<file path="config.mk">
export PLATFORM = sky130hd
export DESIGN_NAME = double_ended_queue_core
export DESIGN_NICKNAME = d
export VERILOG_FILES = /design/src/rtl/deq_pkg.sv /design/src/rtl/double_ended_queue_core.sv /design/src/rtl/deq_ram.sv
export SDC_FILE = /design/constraint.sdc
export NUM_CORES = 1
export LEC_CHECK = 0
export BUFFER_PORTS_ARGS = -buffer_cell sky130_fd_sc_hd__buf_2
export CAP_MARGIN = 20
export CORE_UTILIZATION = 40
export CTS_CLUSTER_DIAMETER = 50
export CTS_CLUSTER_SIZE = 14
export DETAILED_ROUTE_END_ITERATION = 7
export GPL_TIMING_DRIVEN = 1
export PLACE_DENSITY = 0.63
export SETUP_SLACK_MARGIN = 0.4
export SYNTH_ARGS = -nofsm -noshare
export SYNTH_HDL_FRONTEND = slang
export SYNTH_SLANG_ARGS = --single-unit
</file>
<file path="constraint.sdc">
create_clock -name i_clk -period 7.4 [get_ports i_clk]
set_input_delay 0.37 -clock i_clk [delete_from_list [all_inputs] [get_ports i_clk]]
set_output_delay 0.37 -clock i_clk [all_outputs]
set_load 0.02 [all_outputs]
</file>
<file path="src/rtl/deq_pkg.sv">
// ----------------------------------------------------------------------------
// deq_pkg
// Shared types, codes and default sizes of the double-ended queue.
// ----------------------------------------------------------------------------
package deq_pkg;

    localparam int OP_W      = 3;
    localparam int VALUE_W   = 32;
    localparam int INDEX_W   = 4;
    localparam int STATUS_W  = 2;
    localparam int OCC_W     = 5;

    localparam int DEF_DEPTH      = 16;
    localparam int DEF_DATA_WIDTH = 32;

    typedef enum logic [OP_W-1:0] {
        OP_PUSH_FRONT = 3'd0,
        OP_PUSH_BACK  = 3'd1,
        OP_POP_FRONT  = 3'd2,
        OP_POP_BACK   = 3'd3,
        OP_READ_FRONT = 3'd4,
        OP_READ_BACK  = 3'd5,
        OP_READ_INDEX = 3'd6,
        OP_CLEAR      = 3'd7
    } t_op;

    typedef enum logic [STATUS_W-1:0] {
        ST_OK    = 2'd0,
        ST_EMPTY = 2'd1,
        ST_FULL  = 2'd2
    } t_status;

endpackage

</file>
<file path="src/rtl/double_ended_queue_core.sv">
// ----------------------------------------------------------------------------
// double_ended_queue_core
// Bounded double-ended queue of data words in a circular RAM.
// ----------------------------------------------------------------------------
// Usage:
//   Request channel: i_valid / o_stall with i_op, i_value, i_index. A request
//   transfers at a clock edge with i_valid high and o_stall low.
//   Result channel: o_valid / i_stall with o_data_out, o_status, o_occupancy.
//   Every request yields exactly one result.
//   Results: push, clear and every refused request give their result from
//   the result register alone; pops and reads that hit a live entry pass
//   through the registered RAM read and then the result register.
//   One request per cycle for push, clear and refused requests while i_stall
//   is low; a successful pop or read raises o_stall until its RAM read is
//   done, so no new request is taken before its result is registered.
//   The result register holds its value while i_stall is high; a new
//   request is taken in the same cycle the waiting result transfers.
//   Reset (synchronous, active low) empties the queue and sets the head to
//   zero. RAM contents are not cleared; only live entries are ever read.
// ----------------------------------------------------------------------------
module double_ended_queue_core #(
    parameter int DEPTH      = deq_pkg::DEF_DEPTH,
    parameter int DATA_WIDTH = deq_pkg::DEF_DATA_WIDTH
) (
    input  logic                          i_clk,
    input  logic                          i_rst_n,
    input  logic                          i_valid,
    output logic                          o_stall,
    input  logic [deq_pkg::OP_W-1:0]      i_op,
    input  logic [deq_pkg::VALUE_W-1:0]   i_value,
    input  logic [deq_pkg::INDEX_W-1:0]   i_index,
    output logic                          o_valid,
    input  logic                          i_stall,
    output logic [deq_pkg::VALUE_W-1:0]   o_data_out,
    output logic [deq_pkg::STATUS_W-1:0]  o_status,
    output logic [deq_pkg::OCC_W-1:0]     o_occupancy
);

    import deq_pkg::*;

    localparam int AW = $clog2(DEPTH);
    localparam int SW = AW + 1;
    localparam int CW = $clog2(DEPTH + 1);
    localparam int IW = (CW > INDEX_W) ? CW : INDEX_W;

    typedef enum logic {
        S_IDLE,
        S_READ
    } t_state;

    t_state                r_state;
    logic [AW-1:0]         r_head;
    logic [CW-1:0]         r_count;
    logic                  r_out_valid;
    logic [VALUE_W-1:0]    r_data_out;
    t_status               r_status;
    logic [OCC_W-1:0]      r_occupancy;

    logic [AW-1:0]         n_head;
    logic [CW-1:0]         n_count;

    logic                  accept;
    t_op                   op;
    logic                  full;
    logic                  empty;
    logic [AW-1:0]         head_dec;
    logic [AW-1:0]         head_inc;
    logic [AW-1:0]         back_slot;
    logic [AW-1:0]         last_slot;
    logic [AW-1:0]         idx_slot;
    logic                  wr_req;
    logic                  rd_req;
    logic [AW-1:0]         waddr;
    logic [AW-1:0]         raddr;
    t_status               res_status;
    logic [DATA_WIDTH-1:0] rdata;

    function automatic logic [AW-1:0] wrap(input logic [SW-1:0] sum);
        logic [SW-1:0] adj;
        adj = (sum >= SW'(DEPTH)) ? (sum - SW'(DEPTH)) : sum;
        return adj[AW-1:0];
    endfunction

    assign o_stall     = (r_state != S_IDLE) || (r_out_valid && i_stall);
    assign accept      = i_valid && !o_stall;
    assign o_valid     = r_out_valid;
    assign o_data_out  = r_data_out;
    assign o_status    = r_status;
    assign o_occupancy = r_occupancy;

    always_comb begin
        op        = t_op'(i_op);
        full      = (r_count == CW'(DEPTH));
        empty     = (r_count == '0);
        head_dec  = (r_head == '0) ? AW'(DEPTH - 1) : (r_head - 1'b1);
        head_inc  = (r_head == AW'(DEPTH - 1)) ? '0 : (r_head + 1'b1);
        back_slot = wrap(SW'(r_head) + SW'(r_count));
        last_slot = wrap(SW'(r_head) + SW'(r_count - 1'b1));
        idx_slot  = wrap(SW'(r_head) + SW'(i_index));

        n_head     = r_head;
        n_count    = r_count;
        wr_req     = 1'b0;
        rd_req     = 1'b0;
        waddr      = back_slot;
        raddr      = r_head;
        res_status = ST_OK;

        case (op)
            OP_PUSH_FRONT: begin
                if (full) begin
                    res_status = ST_FULL;
                end else begin
                    wr_req  = 1'b1;
                    waddr   = head_dec;
                    n_head  = head_dec;
                    n_count = r_count + 1'b1;
                end
            end
            OP_PUSH_BACK: begin
                if (full) begin
                    res_status = ST_FULL;
                end else begin
                    wr_req  = 1'b1;
                    waddr   = back_slot;
                    n_count = r_count + 1'b1;
                end
            end
            OP_POP_FRONT: begin
                if (empty) begin
                    res_status = ST_EMPTY;
                end else begin
                    rd_req  = 1'b1;
                    raddr   = r_head;
                    n_head  = head_inc;
                    n_count = r_count - 1'b1;
                end
            end
            OP_POP_BACK: begin
                if (empty) begin
                    res_status = ST_EMPTY;
                end else begin
                    rd_req  = 1'b1;
                    raddr   = last_slot;
                    n_count = r_count - 1'b1;
                end
            end
            OP_READ_FRONT: begin
                if (empty) begin
                    res_status = ST_EMPTY;
                end else begin
                    rd_req = 1'b1;
                    raddr  = r_head;
                end
            end
            OP_READ_BACK: begin
                if (empty) begin
                    res_status = ST_EMPTY;
                end else begin
                    rd_req = 1'b1;
                    raddr  = last_slot;
                end
            end
            OP_READ_INDEX: begin
                if (IW'(i_index) >= IW'(r_count)) begin
                    res_status = ST_EMPTY;
                end else begin
                    rd_req = 1'b1;
                    raddr  = idx_slot;
                end
            end
            OP_CLEAR: begin
                n_head  = '0;
                n_count = '0;
            end
            default: begin
                res_status = ST_OK;
            end
        endcase
    end

    deq_ram #(
        .WIDTH (DATA_WIDTH),
        .DEPTH (DEPTH)
    ) u_ram (
        .i_clk   (i_clk),
        .i_we    (accept && wr_req),
        .i_waddr (waddr),
        .i_wdata (DATA_WIDTH'(i_value)),
        .i_re    (accept && rd_req),
        .i_raddr (raddr),
        .o_rdata (rdata)
    );

    always_ff @(posedge i_clk) begin
        if (!i_rst_n) begin
            r_state     <= S_IDLE;
            r_head      <= '0;
            r_count     <= '0;
            r_out_valid <= 1'b0;
        end else begin
            case (r_state)
                S_IDLE: begin
                    if (accept) begin
                        r_head  <= n_head;
                        r_count <= n_count;
                        if (rd_req) begin
                            r_out_valid <= 1'b0;
                            r_state     <= S_READ;
                        end else begin
                            r_out_valid <= 1'b1;
                            r_data_out  <= '0;
                            r_status    <= res_status;
                            r_occupancy <= OCC_W'(n_count);
                        end
                    end else if (r_out_valid && !i_stall) begin
                        r_out_valid <= 1'b0;
                    end
                end
                S_READ: begin
                    r_out_valid <= 1'b1;
                    r_data_out  <= VALUE_W'(rdata);
                    r_status    <= ST_OK;
                    r_occupancy <= OCC_W'(r_count);
                    r_state     <= S_IDLE;
                end
                default: begin
                    r_state <= S_IDLE;
                end
            endcase
        end
    end

endmodule

</file>
<file path="src/rtl/deq_ram.sv">
// ----------------------------------------------------------------------------
// deq_ram
// Generic single-port-write, single-port-read RAM with registered read.
// ----------------------------------------------------------------------------
module deq_ram #(
    parameter int WIDTH = 32,
    parameter int DEPTH = 16
) (
    input  logic                     i_clk,
    input  logic                     i_we,
    input  logic [$clog2(DEPTH)-1:0] i_waddr,
    input  logic [WIDTH-1:0]         i_wdata,
    input  logic                     i_re,
    input  logic [$clog2(DEPTH)-1:0] i_raddr,
    output logic [WIDTH-1:0]         o_rdata
);

    logic [WIDTH-1:0] r_mem [DEPTH];

    always_ff @(posedge i_clk) begin
        if (i_we) begin
            r_mem[i_waddr] <= i_wdata;
        end
        if (i_re) begin
            o_rdata <= r_mem[i_raddr];
        end
    end

endmodule
</file>
==> results.sh, run 1 <==
export IMPL_outcome="finished with violations"
export IMPL_violations="DRC"
export IMPL_cts_max_path_buffers=3
export IMPL_dpl_cell_area_um2=25100
export IMPL_vias_per_cell=5.64
export IMPL_synth_most_common_cell="edfxtp_1"
export IMPL_first_pass_iters=7
export IMPL_antenna_found_initial=5
export IMPL_die_w_um=246
export IMPL_fin_ws_ns=3.23
export IMPL_hold_buffers=0
export IMPL_clk_latency_ns=0.61
export IMPL_dieArea_um2=60500
export IMPL_postSynthNetCount=1777
export IMPL_p_leak_uw=0.00861
export IMPL_yosys_top_cells_count="edfxtp_1 (583), nand2_1 (452), a21oi_1 (144), a32oi_1 (128), buf_2 (74)"
export IMPL_hold_viol=0
export IMPL_yosysWarnings=0
export IMPL_path_clk_slew_ns=0.06
export IMPL_synth_cell_type_count=56
export IMPL_cp_end_kind="flop"
export IMPL_coreArea_um2=58900
export IMPL_cp_common_cell="nand2_1"
export IMPL_avgSynthCellArea_um2=13.9
export IMPL_yosysSeqAreaShare=0.745
export IMPL_slowest_delay_ns=0.62
export IMPL_period_share=0.564
export IMPL_worstPathCellList="inv_1, ha_1, or4b_1, nand3_4, nand2_1, o211ai_4, buf_12, nand2_1, a32oi_1, a22oi_1, nand2_1"
export IMPL_timing_worst_setup_path_type="reg -> reg"
export IMPL_tritoncts="yes"
export IMPL_die_h_um=246
export IMPL_tightest_slew_ns=1.44
export IMPL_grt_max_degree=243
export IMPL_cp_max_fo=242
export IMPL_hold_class="in -> reg"
export IMPL_htreeDepth=2
export IMPL_slew_headroom=0.0407
export IMPL_crit_arrival_ns=4.64
export IMPL_cts_made_buffers=52
export IMPL_ant_nets=0
export IMPL_synthArstFlopShare=0
export IMPL_slew_viol_final=0
export IMPL_syn2layout_area_growth_pct=11.4
export IMPL_crit_family="simple AND/OR/NAND/NOR gates"
export IMPL_timing_final_crit_period_ns=4.17
export IMPL_overflow=0
export IMPL_num_rows=89
export IMPL_fill_cells=5087
export IMPL_cts_sinks=594
export IMPL_drive_above_1_share=0.118
export IMPL_route_vias_total=14396
export IMPL_grt_first_pass_wirelength_mm=84.9
export IMPL_ys_ff_latch=594
export IMPL_nets=1829
export IMPL_pre_cts_slack_ns=3.34
export IMPL_start_util=0.404
export IMPL_max_freq_mhz=240
export IMPL_grt_pass1_vias=14024
export IMPL_fin_skew_ns=0.0268
export IMPL_cp_slowest_cell="or4b_1"
export IMPL_maxCapViolations=0
export IMPL_cp_start_kind="flop"
export IMPL_gp_congestion=0.787
export IMPL_critPathBufInv=2
export IMPL_yosysTopAreaCellShare=0.736
export IMPL_dpl_hpwl_mm=27.1
export IMPL_power_density_nw_per_um2=273
export IMPL_wl_per_cell_um=22.1
export IMPL_rsz0062_at_grt="no"
export IMPL_port_buffer_count=83
export IMPL_cts_resized=0
export IMPL_post_cts_buffers=0
export IMPL_synth_area_leader_cell="edfxtp_1"
export IMPL_synthTopCellsByArea="edfxtp_1 (74%), nand2_1 (7.1%), a32oi_1 (4.7%), a21oi_1 (3.0%), a22oi_1 (2.1%)"
export IMPL_totalWireLength_mm=56.4
export IMPL_drt_iter0_markers=1521
export IMPL_io_pins=84
export IMPL_grt_usage=0.187
export IMPL_cts_root_buffer="clkbuf_16"
export IMPL_synth_cells=1712
export IMPL_netlist_area_um2=23800
export IMPL_post_route_drc_count=2
export IMPL_synth_edf_count=583
export IMPL_required_ns=7.86
export IMPL_setup_viol_count_final=0
export IMPL_finish_instance_area_um2=26500
export IMPL_setup_tns_ns=0
export IMPL_irDropWorstVdd_uv=185
export IMPL_synthFlopType="edfxtp_1"
[per-stage QoR]
| step | hold WS [ns] | instances | utilization | total power [uW] |
|---|---|---|---|---|
| detailed placement | 0.511 | 2483 | 0.426 | 4880 |
| CTS | 0.0528 | 2551 | 0.450 | 7290 |
| global placement | 0.507 | 2483 | 0.426 | 4860 |
| finish | 0.0846 | 2552 | 0.450 | 7240 |
| global route | 0.123 | 2552 | 0.450 | 7510 |
| floorplan | 0.469 | 1712 | - | 4580 |
[routing by layer]
metal | GRT usage | routed length [um] | vias up
met3 | 0.0256 | 3200 | 111
met4 | 0.0782 | 1750 | 6
met1 | 0.240 | 23300 | 7243
met2 | 0.320 | 28100 | 495
met5 | 0 | 45 | -
li1 | - | - | 6541
[power breakdown]
part,switching (uW),internal (uW),total (uW)
logic,690,312,1000
registers,28.7,3790,3810
clock network,1160,1270,2430
total,1880,5370,7240
[path summary, 6_finish.rpt]
kind	start	endpoint	slack [ns]	cells after the start
worst max-delay path	r_count[0]$_SDFFE_PN0P_	u_ram.o_rdata[8]$_DFFE_PP_	3.23	11
worst min-delay path	i_valid	o_valid$_SDFFE_PN0P_	0.08	3
worst max register to register	r_count[0]$_SDFFE_PN0P_	u_ram.o_rdata[8]$_DFFE_PP_	3.23	11
worst min register to register	u_ram.o_rdata[9]$_DFFE_PP_	o_data_out[9]$_SDFFCE_PN0P_	0.53	1
[flip-flops by register name, indices dropped and copies added (netlist names)]
register,cells
u_ram.o_rdata,32
o_status,2
o_occupancy,5
r_state,1
o_valid,1
r_count,5
u_ram.r_mem,512
o_data_out,32
r_head,4
[logic make-up after synthesis]
group / share of synthesized area
and+or+nand+nor: 0.0953
buffers and inverters: 0.0247
adders and majority gates: 0.0125
xor gates and xnor gates: 0.00620
DFF: 0.745
muxes: 0.00179
AOI/OAI and AO/OA: 0.115
[cell usage in the layout (no fill, tap or decap), types with 6 or more instances in the layout]
cell type	n
ha_1	19
inv_1	15
nor2_4	21
xnor2_1	7
a32oi_1	128
nand3_1	7
o21ai_0	18
dfxtp_1	10
and2_1	38
a21o_1	6
edfxtp_1	583
clkbuf_16	52
nor2_1	13
xor2_1	8
a22oi_1	66
buf_2	83
nand2_1	452
a21oi_1	144
buf_4	25
[final cells by class]
cell class                 count  area (um2)  area share
tap                          773         967      0.0365
sequential                   594       17700       0.669
timing repair buffer         111         663      0.0250
antenna                        1        2.50   0.0000944
clock buffer                  56        1320      0.0496
inverter                      17        63.8     0.00241
multi-input combinational    988        5670       0.214
clock inverter                12         106     0.00401
[worst reg2reg max path: stages, from the launching register on]
cell	delay, ns
dfxtp_1	0.44
inv_1	0.21
ha_1	0.20
or4b_1	0.62
nand3_4	0.18
nand2_1	0.13
o211ai_4	0.48
buf_12	0.59
nand2_1	0.68
a32oi_1	0.27
a22oi_1	0.11
nand2_1	0.15
Power figures use the tool's default switching activity.
==> run 2: changes to the inputs <==
- clock period: 7.4 -> 4.1 ns (I/O delays scaled with it)
==> run 2 against run 1 <==
  * The flow still finishes with violations (DRC)
  * Total power rose by 86%
  * Sequential share of layout area decreased by 2.7 points
  * Utilization is 1.9 points higher
  * Clock skew is 0.0015 ns higher
  * Combinational power is 100% higher
  * Maximum frequency increased by 22%
  * Critical path depth rose by 2
  * First-iteration DRC count decreased by 6.3%
  * Count of clock-buffer cells in the layout stayed put
  * Wire length up 0.94%
  * Clock power is 88% higher
  * Largest cell class unchanged
  * Largest power group unchanged
  * Highest routed layer is now met4
==> results.sh, run 2 (synthesis results as in run 1) <==
export IMPL_start_util=0.404
export IMPL_dp_cells=2511
export IMPL_setup_tns_ns=0
export IMPL_route_vias_total=14637
export IMPL_cp_slowest_cell="dfxtp_1"
export IMPL_cp_start_kind="flop"
export IMPL_cts_root_buffer="clkbuf_16"
export IMPL_critPathBufInv=3
export IMPL_maxCapViolations=0
export IMPL_tritoncts="yes"
export IMPL_power_density_nw_per_um2=487
export IMPL_outcome="finished with violations"
export IMPL_first_pass_iters=8
export IMPL_slew_viol_final=0
export IMPL_die_h_um=246
export IMPL_worstPathCellList="inv_1, ha_1, inv_1, ha_1, a21o_1, a21oi_1, xnor2_1, a2bb2oi_2, xor2_1, nor2_4, buf_4, a22oi_1, nand2_1"
export IMPL_cts_max_path_buffers=3
export IMPL_fin_skew_ns=0.0283
export IMPL_cts_sinks=594
export IMPL_io_pins=84
export IMPL_violations="DRC"
export IMPL_wl_met1_mm=24.2
export IMPL_path_clk_slew_ns=0.06
export IMPL_slowest_delay_ns=0.47
export IMPL_largest_reg_flops=512
export IMPL_rsz0062_at_grt="no"
export IMPL_post_route_drc_count=1
export IMPL_setup_viol_count_final=0
export IMPL_fin_cells=2626
export IMPL_max_freq_mhz=293
export IMPL_syn2layout_area_growth_pct=16.1
export IMPL_vias_per_cell=5.57
export IMPL_antenna_found_initial=3
export IMPL_die_w_um=246
export IMPL_slew_headroom=0.534
export IMPL_grt_first_pass_wirelength_mm=86.6
export IMPL_wl_per_cell_um=21.7
export IMPL_period_share=0.832
export IMPL_grt_usage=0.189
export IMPL_timing_final_crit_period_ns=3.41
export IMPL_drive_above_1_share=0.133
export IMPL_dpl_cell_area_um2=25700
export IMPL_ant_nets=0
export IMPL_grt_pass1_vias=14258
export IMPL_crit_family="compound AO/OA/AOI/OAI gates"
export IMPL_tightest_slew_ns=0.698
export IMPL_top_register="u_ram.r_mem"
export IMPL_nets=1897
export IMPL_cts_made_buffers=52
export IMPL_htreeDepth=2
export IMPL_coreArea_um2=58900
export IMPL_required_ns=4.45
export IMPL_grt_max_degree=92
export IMPL_met2WireLength_mm=28.0
export IMPL_overflow=0
export IMPL_dpl_hpwl_mm=31.8
export IMPL_cp_end_kind="flop"
export IMPL_p_leak_uw=0.00907
export IMPL_finish_instance_area_um2=27600
export IMPL_totalWireLength_mm=56.9
export IMPL_clk_latency_ns=0.61
export IMPL_irDropWorstVdd_uv=307
export IMPL_timing_worst_setup_path_type="reg -> reg"
export IMPL_final_common_cell="edfxtp_1"
export IMPL_port_buffer_count=83
export IMPL_wl_met3_mm=3.30
export IMPL_mostFrequentLayoutCells="edfxtp_1 (583), nand2_1 (452), a21oi_1 (144)"
export IMPL_hold_viol=0
export IMPL_top_layer="met4"
export IMPL_hold_class="in -> reg"
export IMPL_drt_iter0_markers=1425
export IMPL_crit_arrival_ns=3.76
export IMPL_cp_max_fo=32
export IMPL_num_rows=89
export IMPL_gp_congestion=0.845
export IMPL_dieArea_um2=60500
[run 2: cell types whose count changed in the layout (fill, tap and decap cells not counted), sizes merged]
| cell | change |
|---|---|
| clkinv | +4 |
| dlygate4sd3 | +35 |
| clkinvlp | +2 |
| buf | +33 |
| bufinv | +2 |
| inv | -2 |
[run 2: through the flow]
| stage | hold WS [ns] | util | setup WS, ns | total power, uW |
|---|---|---|---|---|
| 6_report | 0.114 | 0.469 | 0.689 | 13400 |
| 3_3_place_gp | 0.509 | 0.436 | 0.672 | 8920 |
| 3_5_place_dp | 0.514 | 0.436 | 0.513 | 8960 |
| 5_1_grt | 0.126 | 0.469 | 0.431 | 14000 |
| 4_1_cts | 0.0746 | 0.467 | 0.489 | 13500 |
| 2_1_floorplan | 0.304 | - | 0.370 | 8260 |
[run 2: area by class of cell]
| class | instances | area, um2 |
|---|---|---|
| antenna | 1 | 2.50 |
| clock buffer | 56 | 1340 |
| clock inverter | 18 | 178 |
| fill | 4968 | 31300 |
| inverter | 17 | 63.8 |
| multi-input combinational | 988 | 5680 |
| sequential | 594 | 17700 |
| tap | 773 | 967 |
| timing repair buffer | 179 | 1660 |
[run 2: final timing paths]
| path | slack (ns) | to | cells after the start | startpoint |
|---|---|---|---|---|
| max reg2reg | 0.69 | u_ram.o_rdata[24]$_DFFE_PP_ | 13 | r_count[1]$_SDFFE_PN0P_ |
| min reg2reg | 0.54 | o_data_out[4]$_SDFFCE_PN0P_ | 1 | u_ram.o_rdata[4]$_DFFE_PP_ |
| max | 0.69 | u_ram.o_rdata[24]$_DFFE_PP_ | 13 | r_count[1]$_SDFFE_PN0P_ |
| min | 0.11 | o_status[1]$_SDFFCE_PP0P_ | 2 | i_op[2] |
[run 2: routing by layer]
metal  track usage  up-vias
met3        0.0259       82
li1              -     6681
met1         0.255     7395
met4        0.0656        0
met2         0.314      479
met5             0        -
[run 2: repair_timing]
action,in CTS,in global routing
resized for setup,0,3
setup buffers,0,5
setup endpoints to repair,0,219
endpoints found under the hold margin,523,0
hold buffers,35,0
[run 2: where the power goes]
group          internal [uW]  switching, uW  leakage [uW]
Sequential              6830           53.8       0.00535
Clock                   2460           2100      0.000735
Combinational            703           1290       0.00298
Total                   9990           3450       0.00907
